**config.mk**
```make
export PLATFORM = sky130hd
export DESIGN_NAME = decimal_display_digit_writer
export DESIGN_NICKNAME = d
export VERILOG_FILES = /design/src/hdl/ddw_pkg.sv /design/src/hdl/ddw_front.sv /design/src/hdl/ddw_queue.sv /design/src/hdl/ddw_back.sv /design/src/hdl/decimal_display_digit_writer.sv
export SDC_FILE = /design/constraint.sdc
export NUM_CORES = 1
export LEC_CHECK = 0
export CAP_MARGIN = 15
export CORE_UTILIZATION = 55
export CTS_CLUSTER_DIAMETER = 50
export DETAILED_ROUTE_END_ITERATION = 10
export DONT_BUFFER_PORTS = 1
export PLACE_DENSITY = 0.82
export SYNTH_ARGS = -nofsm -noshare
export SYNTH_HDL_FRONTEND = slang
export SYNTH_HIERARCHICAL = 1
export SYNTH_SLANG_ARGS = --single-unit
```
**constraint.sdc**
```tcl
create_clock -name clk -period 8.8 [get_ports clk]
set_input_delay 0.88 -clock clk [delete_from_list [all_inputs] [get_ports clk]]
set_output_delay 0.88 -clock clk [all_outputs]
set_load 0.005 [all_outputs]
```
**src/hdl/ddw_pkg.sv**
```systemverilog
package ddw_pkg;

  localparam int VALUE_W       = 27;
  localparam int CMD_W         = 8;
  localparam int DIGIT_W       = 4;
  localparam int POS_W         = 3;
  localparam int DIGIT_COUNT_D = 8;
  localparam int QUEUE_DEPTH   = 2;

  localparam logic [CMD_W-1:0] CMD_DECODE1 = 8'hC8;

  typedef enum logic [1:0] {
    F_IDLE,
    F_CONV,
    F_PUSH
  } front_state_t;

  typedef enum logic {
    B_IDLE,
    B_EMIT
  } back_state_t;

  typedef struct packed {
    logic full;
    logic empty;
  } queue_status_t;

  function automatic int max_shown(input int n);
    int m;
    m = 1;
    for (int k = 0; k < n; k++) begin
      m = m * 10;
    end
    return m - 1;
  endfunction

endpackage

```
**src/hdl/ddw_front.sv**
```systemverilog
module ddw_front
  import ddw_pkg::*;
#(
  parameter int DIGIT_COUNT = DIGIT_COUNT_D
) (
  input  logic                           clk,
  input  logic                           rst,
  input  logic                           start,
  output logic                           busy,
  input  logic [VALUE_W-1:0]             value,
  input  queue_status_t                  qstat,
  output logic                           push,
  output logic [DIGIT_COUNT*DIGIT_W-1:0] push_digits,
  output logic [POS_W-1:0]               push_pos
);

  localparam int BCD_W = DIGIT_COUNT * DIGIT_W;
  localparam int CNT_W = $clog2(VALUE_W + 1);
  localparam logic [VALUE_W-1:0] MAX_V = VALUE_W'(max_shown(DIGIT_COUNT));
  localparam logic [CNT_W-1:0] LAST_STEP = CNT_W'(VALUE_W - 1);

  front_state_t       state, state_next;
  logic [VALUE_W-1:0] shreg;
  logic [BCD_W-1:0]   bcd;
  logic [BCD_W-1:0]   bcd_adj;
  logic [CNT_W-1:0]   cnt;
  logic               accept;

  assign accept = start && !busy;

  always_comb begin
    for (int d = 0; d < DIGIT_COUNT; d++) begin
      if (bcd[d*DIGIT_W +: DIGIT_W] >= 4'd5) begin
        bcd_adj[d*DIGIT_W +: DIGIT_W] = bcd[d*DIGIT_W +: DIGIT_W] + 4'd3;
      end else begin
        bcd_adj[d*DIGIT_W +: DIGIT_W] = bcd[d*DIGIT_W +: DIGIT_W];
      end
    end
  end

  always_comb begin
    state_next = state;
    case (state)
      F_IDLE: begin
        if (start) state_next = F_CONV;
      end
      F_CONV: begin
        if (cnt == LAST_STEP) state_next = F_PUSH;
      end
      F_PUSH: begin
        if (!qstat.full) state_next = F_IDLE;
      end
      default: state_next = F_IDLE;
    endcase
  end

  always_comb begin
    busy = 1'b1;
    push = 1'b0;
    case (state)
      F_IDLE: busy = 1'b0;
      F_CONV: busy = 1'b1;
      F_PUSH: push = !qstat.full;
      default: busy = 1'b1;
    endcase
  end

  always_ff @(posedge clk) begin
    if (rst) begin
      state <= F_IDLE;
    end else begin
      state <= state_next;
    end
  end

  always_ff @(posedge clk) begin
    if (accept) begin
      shreg <= (value > MAX_V) ? MAX_V : value;
      bcd   <= '0;
      cnt   <= '0;
    end else if (state == F_CONV) begin
      shreg <= {shreg[VALUE_W-2:0], 1'b0};
      bcd   <= {bcd_adj[BCD_W-2:0], shreg[VALUE_W-1]};
      cnt   <= cnt + 1'b1;
    end
  end

  // first nonzero digit, position 0 is most significant
  always_comb begin
    push_pos = POS_W'(DIGIT_COUNT - 1);
    for (int p = DIGIT_COUNT - 1; p >= 0; p--) begin
      if (bcd[(DIGIT_COUNT-1-p)*DIGIT_W +: DIGIT_W] != '0) push_pos = POS_W'(p);
    end
  end

  assign push_digits = bcd;

endmodule

```
**src/hdl/ddw_queue.sv**
```systemverilog
module ddw_queue
  import ddw_pkg::*;
#(
  parameter int ENTRY_W = 35
) (
  input  logic               clk,
  input  logic               rst,
  input  logic               push,
  input  logic [ENTRY_W-1:0] wdata,
  input  logic               pop,
  output logic [ENTRY_W-1:0] rdata,
  output queue_status_t      qstat
);

  localparam int AW = $clog2(QUEUE_DEPTH);
  localparam int CW = $clog2(QUEUE_DEPTH + 1);

  logic [ENTRY_W-1:0] mem [QUEUE_DEPTH];
  logic [AW-1:0]      wptr;
  logic [AW-1:0]      rptr;
  logic [CW-1:0]      count;

  assign qstat.full  = (count == CW'(QUEUE_DEPTH));
  assign qstat.empty = (count == '0);
  assign rdata       = mem[rptr];

  always_ff @(posedge clk) begin
    if (push) mem[wptr] <= wdata;
  end

  always_ff @(posedge clk) begin
    if (rst) begin
      wptr  <= '0;
      rptr  <= '0;
      count <= '0;
    end else begin
      if (push) wptr <= (wptr == AW'(QUEUE_DEPTH - 1)) ? '0 : wptr + 1'b1;
      if (pop)  rptr <= (rptr == AW'(QUEUE_DEPTH - 1)) ? '0 : rptr + 1'b1;
      if (push && !pop) begin
        count <= count + 1'b1;
      end else if (pop && !push) begin
        count <= count - 1'b1;
      end
    end
  end

endmodule

```
**src/hdl/ddw_back.sv**
```systemverilog
module ddw_back
  import ddw_pkg::*;
#(
  parameter int DIGIT_COUNT = DIGIT_COUNT_D
) (
  input  logic                           clk,
  input  logic                           rst,
  input  queue_status_t                  qstat,
  output logic                           pop,
  input  logic [DIGIT_COUNT*DIGIT_W-1:0] pop_digits,
  input  logic [POS_W-1:0]               pop_pos,
  output logic                           strobe,
  output logic [CMD_W-1:0]               command_byte,
  output logic [DIGIT_W-1:0]             data_byte,
  output logic                           last
);

  localparam int BCD_W = DIGIT_COUNT * DIGIT_W;
  localparam logic [POS_W-1:0] LAST_POS = POS_W'(DIGIT_COUNT - 1);

  back_state_t      state, state_next;
  logic [BCD_W-1:0] digits;
  logic [POS_W-1:0] pos;

  assign last         = (pos == LAST_POS);
  assign command_byte = CMD_DECODE1 | CMD_W'(pos);

  always_comb begin
    data_byte = '0;
    for (int p = 0; p < DIGIT_COUNT; p++) begin
      if (pos == POS_W'(p)) data_byte = digits[(DIGIT_COUNT-1-p)*DIGIT_W +: DIGIT_W];
    end
  end

  always_comb begin
    state_next = state;
    case (state)
      B_IDLE: begin
        if (!qstat.empty) state_next = B_EMIT;
      end
      B_EMIT: begin
        if (last) state_next = B_IDLE;
      end
      default: state_next = B_IDLE;
    endcase
  end

  always_comb begin
    pop    = 1'b0;
    strobe = 1'b0;
    case (state)
      B_IDLE: pop = !qstat.empty;
      B_EMIT: strobe = 1'b1;
      default: strobe = 1'b0;
    endcase
  end

  always_ff @(posedge clk) begin
    if (rst) begin
      state <= B_IDLE;
    end else begin
      state <= state_next;
    end
  end

  always_ff @(posedge clk) begin
    if (pop) begin
      digits <= pop_digits;
      pos    <= pop_pos;
    end else if (strobe) begin
      pos    <= pos + 1'b1;
    end
  end

endmodule

```
**src/hdl/decimal_display_digit_writer.sv**
```systemverilog
// Converts value (clamped to 10^DIGIT_COUNT-1) to decimal and issues one write per digit
// from the first nonzero digit to the least significant one, one write per cycle on strobe;
// last marks the final write. busy stays high after each accepted item while the bit-serial
// binary-to-BCD converter (one value bit per cycle, 27 steps) runs and until it hands its
// digits to a two-entry queue, a hand-off that waits while the queue is full; the write
// sequencer drains the queue on its own, loading an entry and then issuing its writes, and
// a new value is taken only once the last one is pushed. Results cannot be stalled.
module decimal_display_digit_writer
  import ddw_pkg::*;
#(
  parameter int DIGIT_COUNT = DIGIT_COUNT_D
) (
  input  logic               clk,
  input  logic               rst,
  input  logic               start,
  output logic               busy,
  input  logic [VALUE_W-1:0] value,
  output logic               strobe,
  output logic [CMD_W-1:0]   command_byte,
  output logic [DIGIT_W-1:0] data_byte,
  output logic               last
);

  localparam int BCD_W   = DIGIT_COUNT * DIGIT_W;
  localparam int ENTRY_W = BCD_W + POS_W;

  queue_status_t    qstat;
  logic             push;
  logic             pop;
  logic [BCD_W-1:0] push_digits;
  logic [POS_W-1:0] push_pos;
  logic [ENTRY_W-1:0] rdata;

  ddw_front #(.DIGIT_COUNT(DIGIT_COUNT)) u_front (
    .clk         (clk),
    .rst         (rst),
    .start       (start),
    .busy        (busy),
    .value       (value),
    .qstat       (qstat),
    .push        (push),
    .push_digits (push_digits),
    .push_pos    (push_pos)
  );

  ddw_queue #(.ENTRY_W(ENTRY_W)) u_queue (
    .clk   (clk),
    .rst   (rst),
    .push  (push),
    .wdata ({push_digits, push_pos}),
    .pop   (pop),
    .rdata (rdata),
    .qstat (qstat)
  );

  ddw_back #(.DIGIT_COUNT(DIGIT_COUNT)) u_back (
    .clk          (clk),
    .rst          (rst),
    .qstat        (qstat),
    .pop          (pop),
    .pop_digits   (rdata[ENTRY_W-1:POS_W]),
    .pop_pos      (rdata[POS_W-1:0]),
    .strobe       (strobe),
    .command_byte (command_byte),
    .data_byte    (data_byte),
    .last         (last)
  );

endmodule
```
After elaboration in Yosys (flattened, before gate mapping)
Memories as Yosys holds them, arrays and structs flattened. A register that Yosys moved wholly into a read port is not among the register bits.
Index checks and enable logic that the tools add are counted.
{"block": "totals", "reg_bits": 106, "latchBits": 0, "ram_bits": 70, "rom_bits": 0, "memories": 1}
{"block": "op_classes", "n_addsub": 14, "multipliers": 0, "n_div": 0, "order_cmp": 9, "eq_ne": 14, "shifts": 0, "mux": 47, "n_bitwise": 1, "reduce_logical": 21}
{"name": "u_queue.mem", "words": 2, "word_bits": 35, "read_ports": 1, "rd_clocked_by_memory_dff": 1, "wr": 1, "line_no": "ddw_queue.sv:18", "text": "logic [ENTRY_W-1:0] mem [QUEUE_DEPTH];"}
{"op": "$mux W27", "count": 3}
{"op": "$mux W4", "count": 15}
{"op": "$ge A4 B3 Y1 const B", "count": 8}
{"op": "$add A4 B2 Y4 const B", "count": 7}
{"op": "$reduce_bool A4 Y1", "count": 7}
{"op": "$gt A27 B27 Y1 const B", "count": 1}
{"op": "$mux W3", "count": 7}
{"op": "$mux W2", "count": 7}
{"op": "$mux W1", "count": 13}
{"op": "$eq A3 B3 Y1 const B", "count": 4}
{"op": "$eq A3 B2 Y1 const B", "count": 2}
{"op": "$pmux W2 S3", "count": 1}
{"op": "$reduce_bool A2 Y1", "count": 3}
{"op": "$add A5 B1 Y5 const B", "count": 1}
{"op": "$eq A5 B5 Y1 const B", "count": 1}
{"op": "$eq A2 B2 Y1 const B", "count": 2}
{"op": "$logic_not A1 Y1", "count": 4}
{"op": "$logic_not A2 Y1", "count": 2}
{"op": "$ne A2 B2 Y1 const B", "count": 2}
{"op": "$add A3 B1 Y3 const B", "count": 1}
{"op": "$add A3 B2 Y3 const B", "count": 1}
{"op": "$eq A3 B1 Y1 const B", "count": 1}
{"op": "$logic_and A1 B1 Y1", "count": 3}
{"op": "$logic_not A3 Y1", "count": 1}
{"op": "other kinds (8)", "count": 9}

Depth between registers and ports, before layout
Gate-level depths: netlist (run 1).
{"block": "depth", "depth_word": 9, "mapped_depth": 7, "ltp_nobuf": 7}

Cells and area by module
Netlist (run 1), hierarchy kept.
{"mod": "ddw_front", "n_inst": 1, "cells_per_inst": 379, "area_per_inst_um2": 3425.8}
{"mod": "ddw_queue", "n_inst": 1, "cells_per_inst": 131, "area_per_inst_um2": 2731.4}
{"mod": "ddw_back", "n_inst": 1, "cells_per_inst": 125, "area_per_inst_um2": 1655.3}

Least setup slack after synthesis (run 1)
OpenSTA, ideal clock, no wires.
{"block": "synth_path", "path_type": "register to register", "from": "register u_queue.count[0]", "to": "register u_queue.count[1]", "arrival_ps": 2973, "required_ps": 8730, "slack_ps": 5757, "path_stages_with_launch": 7, "path_buffers": 0, "period_less_slack_ps": 3043, "cell_sequence": "dfxtp_1 -> nor2_1 -> nor2_1 -> inv_1 -> ha_1 -> or3_1 -> a21oi_1"}
{"item": "from (decl)", "line_no": "ddw_queue.sv:21", "text": "logic [CW-1:0] count;"}
{"item": "from (signal assigned)", "line_no": "ddw_queue.sv:40", "text": "count <= count + 1'b1;"}
{"item": "from (signal assigned)", "line_no": "ddw_queue.sv:42", "text": "count <= count - 1'b1;"}

Worst setup path after layout (run 1)
{"block": "layout_path", "from": "register u_back.pos[2]", "to": "output port data_byte[0]"}
{"block": "layout_via", "elab_chain_len": 9}
{"item": "from (decl)", "line_no": "ddw_back.sv:23", "text": "logic [POS_W-1:0] pos;"}
{"item": "from (signal assigned)", "line_no": "ddw_back.sv:69", "text": "pos <= pop_pos;"}
{"item": "from (signal assigned)", "line_no": "ddw_back.sv:71", "text": "pos <= pos + 1'b1;"}
{"item": "$logic_not A3 Y1", "line_no": "ddw_back.sv:31", "text": "if (pos == POS_W'(p)) data_byte = digits[(DIGIT_COUNT-1-p)*DIGIT_W +: DIGIT_W];"}
{"item": "$mux W4 (7 in series)", "line_no": "ddw_back.sv:31"}
{"item": "$mux W4 (*)", "line_no": "ddw_back.sv:31"}
{"item": "to (decl)", "line_no": "decimal_display_digit_writer.sv:20", "text": "output logic [DIGIT_W-1:0] data_byte,"}
Every way passes the cells marked *; elsewhere a longest branch is shown, timed or not.

==> results.rst, run 1 <==
.. list-table::
   :header-rows: 1

   * - Metric
     - Value
   * - TritonCTS clock tree
     - done
   * - Final WL
     - 13,810 um
   * - Core area
     - 0.01388 mm2
   * - Share of power burned in registers
     - 48.2%
   * - Top cell type's share of synthesized area
     - 50.74%
   * - Post-synth EDFFs
     - 132
   * - Hold/Removal Path Class
     - flip-flop to flip-flop
   * - Cell-by-cell listing of the critical path
     - inv_2 -> ha_1 -> or2_4 -> a221o_1 -> a2bb2oi_2 -> o31a_1
   * - Unrepaired setup endpoints after global routing
     - no
   * - Yosys Warn Count
     - 6
   * - Post-detailed-placement half-perimeter wirelength
     - 8976 um
   * - Type of the worst setup path
     - flip-flop to primary output
   * - Proportion of layout cells with a drive suffix above 1
     - 14.73%
   * - Largest fanout on the critical path
     - 11
   * - Count of inserted antenna diode cells
     - 0
   * - Crit path buffers/inverters
     - 1
   * - Required time reported for the critical path endpoint
     - 7.92 ns
   * - Maximum buffer depth of the clock tree
     - 2
   * - Internal power
     - 1.649 mW
   * - Maximum cell stage delay along the critical path
     - 0.60 ns
   * - Fraction of synthesized area in multiplexers
     - 6.342%
   * - Die W
     - 121.2 um
   * - Type of element capturing the critical path
     - primary output
   * - Cell area after synthesis
     - 0.007812 mm2
   * - DR iter-0 viols
     - 400
   * - Adder-cell share of the synthesized area
     - 4.004%
   * - Worst Hold Slack
     - 0.5065 ns
   * - Layout fillers
     - 1,055
   * - Hold Crit Start
     - u_front/push_digits[21]
   * - Capture endpoint of the worst hold path
     - u_queue/mem[1][24]
   * - Average wire per cell in the routed design
     - 16.74 um
   * - Clock Sink Count
     - 177
   * - Layout Area Growth over Synthesis
     - 8.680%
   * - Crit path time final
     - 3.201 ns
   * - CP Launch Type
     - flip-flop
   * - Share of the synthesized area in compound gates (AO/OA/AOI/OAI)
     - 10.31%
   * - Library cell with the largest summed area after synthesis
     - edfxtp_1
   * - Overall routing resource usage
     - 20.68%
   * - DR DRC count
     - 0
   * - R2R cell count
     - 4
   * - Number of antenna violations at the first check in global routing
     - 0
   * - Setup violations, final
     - 0
   * - Number of cells upsized or downsized after cts
     - 0
   * - Number of buffers added to fix hold violations after cts
     - 0
   * - Final setup margin
     - 5.599 ns
   * - Util after Layout
     - 61.17%
   * - Count of buffers added by post-CTS timing repair for setup
     - 0
   * - IR drop worst, VDD
     - 137.2 uV
   * - Reg-to-reg slack, setup
     - 6.46 ns
   * - Worst clock skew
     - 0.009236 ns
   * - Pwr/cell area
     - 269.0 mW/mm2
   * - Count of port buffers added during placement
     - 0
   * - Number of cells produced by synthesis
     - 635
   * - Post-Place Cell Area
     - 0.007935 mm2
   * - Placement Setup Slack
     - 6.044 ns
   * - Floorplan die area
     - 0.01468 mm2
   * - Largest family of logic cells by synthesized area
     - simple AND/OR/NAND/NOR gates
   * - Placed Cells incl. Taps
     - 793
   * - Area of all placed cells without fillers
     - 0.008491 mm2
   * - Post-synthesis async set-or-reset flop share
     - 0%
   * - Die Span Y
     - 121.2 um
   * - Via density per instance
     - 5.716
   * - Cell types with the largest area share after synthesis
     - edfxtp_1, dfxtp_1, mux2_2
   * - IO Pins
     - 45
   * - Clock Pin Slew Worst Setup and Hold Paths
     - 0.06 ns
   * - Area share of xor/xnor cells in the synthesized design
     - 2.578%
   * - Portion of the clock cycle consumed by the worst path in the final layout
     - 36.38%
   * - Global placer's final weighted congestion
     - 0.8058
   * - Number of standard-cell rows in the floorplan
     - 43
   * - Total iterations of the first detailed-routing run
     - 7
   * - Maximum number of pins on one net before global-route repair
     - 58
   * - Comb pwr share
     - 21.0%
   * - Total count of hold-check failures in the final report
     - 0
   * - Overall power of the completed layout
     - 2.284 mW
   * - Number of buffers created by CTS
     - 17
   * - Fin nets
     - 687
   * - Yosys reg bits
     - 177
   * - Synth unique cells
     - 53
   * - Max-capacitance violation count
     - 0
   * - Switching fraction of total power
     - 27.82%
   * - Pins Over Slew Limit
     - 0
   * - CTS root buffer
     - clkbuf_16
   * - WP data arrival
     - 2.32 ns
   * - Rel. slew slack
     - 29.02%
   * - Upper clock frequency limit
     - 312.4 MHz
   * - Vias post-DR
     - 4,716
   * - Starting density of the core
     - 56.28%
   * - Slew at the pin closest to its max-slew limit
     - 1.062 ns
   * - Cell depth of the worst min-delay path
     - 0
   * - Number of global-route vias before repair
     - 4,714
   * - Net Sw Power
     - 0.6354 mW
   * - Average instance area after synthesis
     - 12.30 um2
   * - Synthesized-area fraction occupied by and/or/nand/nor cells
     - 10.60%
   * - Final non-filler cell total
     - 825
   * - First-pass GRT wire length
     - 23,050 um
   * - Slowest CP cell
     - edfxtp_1
   * - Most used flip-flop cell after synthesis
     - edfxtp_1
   * - Setup TNS
     - 0 ns
   * - Run status
     - completed
   * - Post-synthesis sequential area ratio
     - 62.27%
   * - Crit Reg-Reg Startpoint
     - u_front/state[0]
   * - Kind of cell adding the most delay to the critical path
     - flip-flops
   * - Fraction of power consumed by the clock network
     - 30.8%
   * - Number of nets still failing antenna checks after routing
     - 0
   * - Leakage
     - 2.958 nW
   * - Clock latency of the later-clocked register in the worst-skew pair
     - 0.42 ns
   * - Reg2reg end
     - u_front/shreg[13]
   * - Total number of H-tree levels
     - 4
   * - Sum of overflow across all layers after global routing
     - 0
## layout by cell type, fill, tap and decap left out, drive strengths merged, types with 25 or more instances in the layout
master	n
edfxtp	132
nor2	69
a21oi	48
dfxtp	45
mux2	44
o21ai	37
inv	30
nand2	28
nand3	27
ha	25
## how the worst max path moves through the flow
stage	from	end	slack, ns	depth (start not counted)
floorplan	u_queue/count[0]	u_queue/count[1]	5.76	6
finish	u_back/pos[2]	data_byte[0]	5.60	6
global route	u_back/pos[0]	data_byte[3]	5.42	6
detailed placement	u_back/pos[2]	data_byte[2]	6.04	6
global placement	u_back/pos[2]	data_byte[2]	6.02	6
CTS	u_back/pos[2]	data_byte[2]	5.58	6
## power groups by stage
stage	clock, mW	combinational, mW	sequential, mW
6_report	0.704	0.479	1.10
5_1_grt	0.751	0.531	1.11
4_1_cts	0.715	0.482	1.10
3_5_place_dp	0	0.477	1.12
3_3_place_gp	0	0.463	1.12
2_1_floorplan	0	0.400	1.09
## kinds of logic after synthesis
group,Yosys count
DFF,177
and+or+nand+nor,172
AOI/OAI and AO/OA,129
buffers and inverters,63
muxes,44
adders and majority gates,25
xor gates and xnor gates,23
other,2
## layout make-up
cell class	instances	area, um2	area share (%)
flip-flops and latches	177	4865	57.29
multi-input cells	398	2673	31.48
clock buffers	20	436.7	5.143
well taps	180	225.2	2.653
clock inverters	12	118.9	1.400
inverters	30	112.6	1.326
repair buffers	8	60.06	0.7073
## sequential cells by signal, indices dropped and copies added (netlist names), 2 cells and up, named ones only
register / flops
u_front/cnt: 5
u_queue/count: 2
u_queue/mem: 70
u_back/digits: 32
u_back/pos: 3
u_front/shreg: 27
u_front/state: 2
u_front/push_digits: 32
## metal layers
layer | up-vias | part of all wire, % | GRT usage (%)
met5 | - | 0 | 0
met4 | 0 | 1.4 | 8.488
met3 | 18 | 5.3 | 4.699
met2 | 148 | 49 | 32.82
met1 | 2249 | 45 | 27.48
li1 | 2301 | - | -
## Yosys cell counts, drive strengths merged, types with 7 or more instances
cell and count:
a31oi 8, nand2b 12, clkbuf 11, nand3b 7, xnor2 11, mux2 44, o32ai 7, nand2 28
buf 22, a21oi 48, nor2 69, ha 25, o21ai 37, xor2 12, nand3 27, inv 30
edfxtp 132, and2 7, dfxtp 45
No activity file was read; power rests on OpenSTA's default activity.
==> run 2: changes to the inputs <==
Settings changed: ABC_AREA set to 1, PLACE_DENSITY 0.82 to 0.85.
Clock period 8.8 ns to 2.9 ns, I/O delays scaled along.
==> run 2 against run 1 <==
  * Die area rose by 4.6%
  * Non-clock buffer count rose by 3
  * Cell count rose by 16%
  * First-iteration DRC count fell by 3.0%
  * Setup slack got worse by 5.0 ns
  * Wire length rose by 3.3%
  * Clock skew barely moved
  * Critical path type unchanged
  * Critical endpoint is now data_byte[3]
  * Highest routed layer unchanged
==> results.rst, run 2 <==
.. list-table::
   :header-rows: 1

   * - Metric
     - Value
   * - Number of nets still failing antenna checks after routing
     - 0
   * - DR DRC count
     - 0
   * - Met2 usage
     - 33.96%
   * - Floorplan die area
     - 0.01536 mm2
   * - Busiest metal layer after global routing
     - met2
   * - Count of buffers added by post-CTS timing repair for setup
     - 0
   * - Upper clock frequency limit
     - 434.8 MHz
   * - Synth unique cells
     - 42
   * - Post-synthesis sequential area ratio
     - 59.50%
   * - Clock Pin Slew Worst Setup and Hold Paths
     - 0.07 ns
   * - Portion of the clock cycle consumed by the worst path in the final layout
     - 79.31%
   * - Average wire per cell in the routed design
     - 14.89 um
   * - Top cell type's share of synthesized area
     - 48.48%
   * - Number of antenna violations at the first check in global routing
     - 0
   * - Cell-by-cell listing of the critical path
     - ha_1 -> ha_1 -> inv_1 -> nand2_1 -> inv_1 -> nand2_1 -> nand2_1 -> nand2_1 -> nand2_1 -> nand2_1 -> nand2_1 -> nand2_1
   * - First-pass GRT wire length
     - 22,740 um
   * - Die W
     - 123.9 um
   * - Total count of hold-check failures in the final report
     - 0
   * - Maximum cell stage delay along the critical path
     - 0.47 ns
   * - Count of port buffers added during placement
     - 0
   * - Total number of H-tree levels
     - 4
   * - Fraction of met3 tracks used by global routing
     - 6.181%
   * - Proportion of layout cells with a drive suffix above 1
     - 14.21%
   * - Crit path time final
     - 2.300 ns
   * - Type of the worst setup path
     - flip-flop to primary output
   * - Starting density of the core
     - 56.25%
   * - Final WL
     - 14,260 um
   * - Multi-input combinational cell area
     - 0.002836 mm2
   * - Clock latency of the later-clocked register in the worst-skew pair
     - 0.43 ns
   * - Total iterations of the first detailed-routing run
     - 5
   * - Setup TNS
     - 0 ns
   * - Post-synthesis async set-or-reset flop share
     - 0%
   * - Die Span Y
     - 123.9 um
   * - Storage cell area
     - 0.004866 mm2
   * - Core area
     - 0.01453 mm2
   * - Post-synth EDFFs
     - 132
   * - Global placer's final weighted congestion
     - 0.7720
   * - Unrepaired setup endpoints after global routing
     - no
   * - Layout fillers
     - 1,112
   * - Worst clock skew
     - 0.008765 ns
   * - Hold/Removal Path Class
     - input port to flip-flop
   * - Leading cell type in the layout, fill and taps excluded
     - nand2_1
   * - Library cell with the largest summed area after synthesis
     - edfxtp_1
   * - Commonest cells after routing, fill and taps aside
     - nand2_1, edfxtp_1, nor2_1, inv_1, o21ai_0
   * - Most numerous cell in the Yosys netlist
     - nand2_1
   * - CP Launch Type
     - flip-flop
   * - Setup violations, final
     - 0
   * - Number of standard-cell rows in the floorplan
     - 44
   * - DR iter-0 viols
     - 388
   * - Run status
     - completed
   * - Pins Over Slew Limit
     - 0
   * - WP data arrival
     - 2.01 ns
   * - Leakage
     - 3.480 nW
   * - Number of cells upsized or downsized after cts
     - 0
   * - Max-capacitance violation count
     - 0
   * - Overall routing resource usage
     - 19.96%
   * - Average instance area after synthesis
     - 10.86 um2
   * - Rel. slew slack
     - 53.72%
   * - Clock Sink Count
     - 177
   * - Yosys reg bits
     - 177
   * - Count of inserted antenna diode cells
     - 0
   * - Yosys Warn Count
     - 6
   * - Largest fanout on the critical path
     - 5
   * - Sum of overflow across all layers after global routing
     - 0
   * - Number of buffers created by CTS
     - 17
   * - Slowest CP cell
     - edfxtp_1
   * - IO Pins
     - 45
   * - Number of buffers added to fix hold violations after cts
     - 1
   * - Vias post-DR
     - 5,092
   * - Most flop-heavy register
     - u_queue/mem
   * - Cell area after synthesis
     - 0.008175 mm2
   * - Layout Area Growth over Synthesis
     - 8.555%
   * - Cell types with the highest counts after synthesis
     - nand2_1, edfxtp_1, nor2_1
   * - Required time reported for the critical path endpoint
     - 2.61 ns
   * - Number of cells produced by synthesis
     - 753
   * - Critical path's most frequent cell
     - nand2_1
   * - Maximum buffer depth of the clock tree
     - 2
   * - Slew at the pin closest to its max-slew limit
     - 0.6942 ns
   * - IR drop worst, VDD
     - 515.6 uV
   * - TritonCTS clock tree
     - done
   * - Type of element capturing the critical path
     - primary output
   * - Worst Hold Slack
     - 0.1160 ns
   * - Largest register FFs
     - 70
   * - GR Util met1
     - 24.38%
   * - Maximum number of pins on one net before global-route repair
     - 37
   * - Number of global-route vias before repair
     - 4,866
   * - Via density per instance
     - 5.315
   * - Post-detailed-placement half-perimeter wirelength
     - 9479 um
   * - Cell types with the largest area share after synthesis
     - edfxtp_1, dfxtp_1, nand2_1
   * - CTS root buffer
     - clkbuf_16
   * - Fin nets
     - 816
   * - Most used flip-flop cell after synthesis
     - edfxtp_1
   * - Pwr/cell area
     - 765.2 mW/mm2
==> run 2: cell types whose count changed after synthesis, moves of 22 or more <==
cell and delta:
nand2_1 +118, inv_1 +44, mux2_2 -38, mux2_4 +30, a21oi_1 -25, nor2_1 +22
==> run 2: area by class of cell <==
type	count	share of cell area, %
Clock buffer	18	4.836
Timing Repair Buffer	11	0.9587
Inverter	75	3.172
Clock inverter	14	1.650
Sequential cell	177	54.83
Tap cell	184	2.594
Multi-Input combinational cell	479	31.96
==> run 2: worst max-delay path, delay by kind of cell, from the launching register on <==
| kind | cells | cell delay [ns] |
|---|---|---|
| flops | 1 | 0.47 |
| buf+inv | 2 | 0.19 |
| fa+ha+maj | 2 | 0.51 |
| simple gates | 8 | 0.42 |
==> run 2: layer usage <==
layer  vias to the layer above  part of all wire [%]
met1                      2374                    43
met2                       156                    49
met3                         9                   6.5
met5                         -                     0
met4                         0                  0.86
li1                       2553                     -
==> run 2: stage by stage <==
stage | setup WS (ns) | cell area (um2) | std cells | util (%) | total power, mW
finish | 0.6000 | 8875 | 958 | 61.06 | 6.791
global placement | 1.065 | 8289 | 925 | 57.03 | 4.566
floorplan | 0.07215 | 8187 | 756 | - | 4.371
CTS | 0.5746 | 8875 | 958 | 61.06 | 6.859
detailed placement | 1.044 | 8289 | 925 | 57.03 | 4.629
global route | 0.1580 | 8875 | 958 | 61.06 | 7.184
==> run 2: final timing paths <==
check	from	endpoint	slack [ns]	depth (start not counted)
hold / removal	value[0]	u_front/shreg[0]	0.12	2
setup reg to reg	u_front/state[1]	u_front/shreg[13]	1.12	5
setup / recovery	u_back/pos[0]	data_byte[3]	0.60	12
hold reg to reg	u_front/shreg[26]	u_front/push_digits[0]	0.46	2
==> run 2: kinds of logic after synthesis <==
group,Yosys count,synth area share [%]
mux,36,6.336
xor+xnor,11,1.178
flops,177,59.50
buf+inv,100,6.060
fa+ha+maj,25,3.826
other cells,2,0.09186
compound gates,104,7.851
simple gates,298,15.15
==> run 2: power breakdown <==
| part | internal (mW) | switching (mW) | leakage [nW] |
|---|---|---|---|
| sequential | 3.13 | 0.219 | 1.60 |
| clock | 1.22 | 1.01 | 0.277 |
| combinational | 0.480 | 0.736 | 1.60 |
| total | 4.83 | 1.96 | 3.48 |
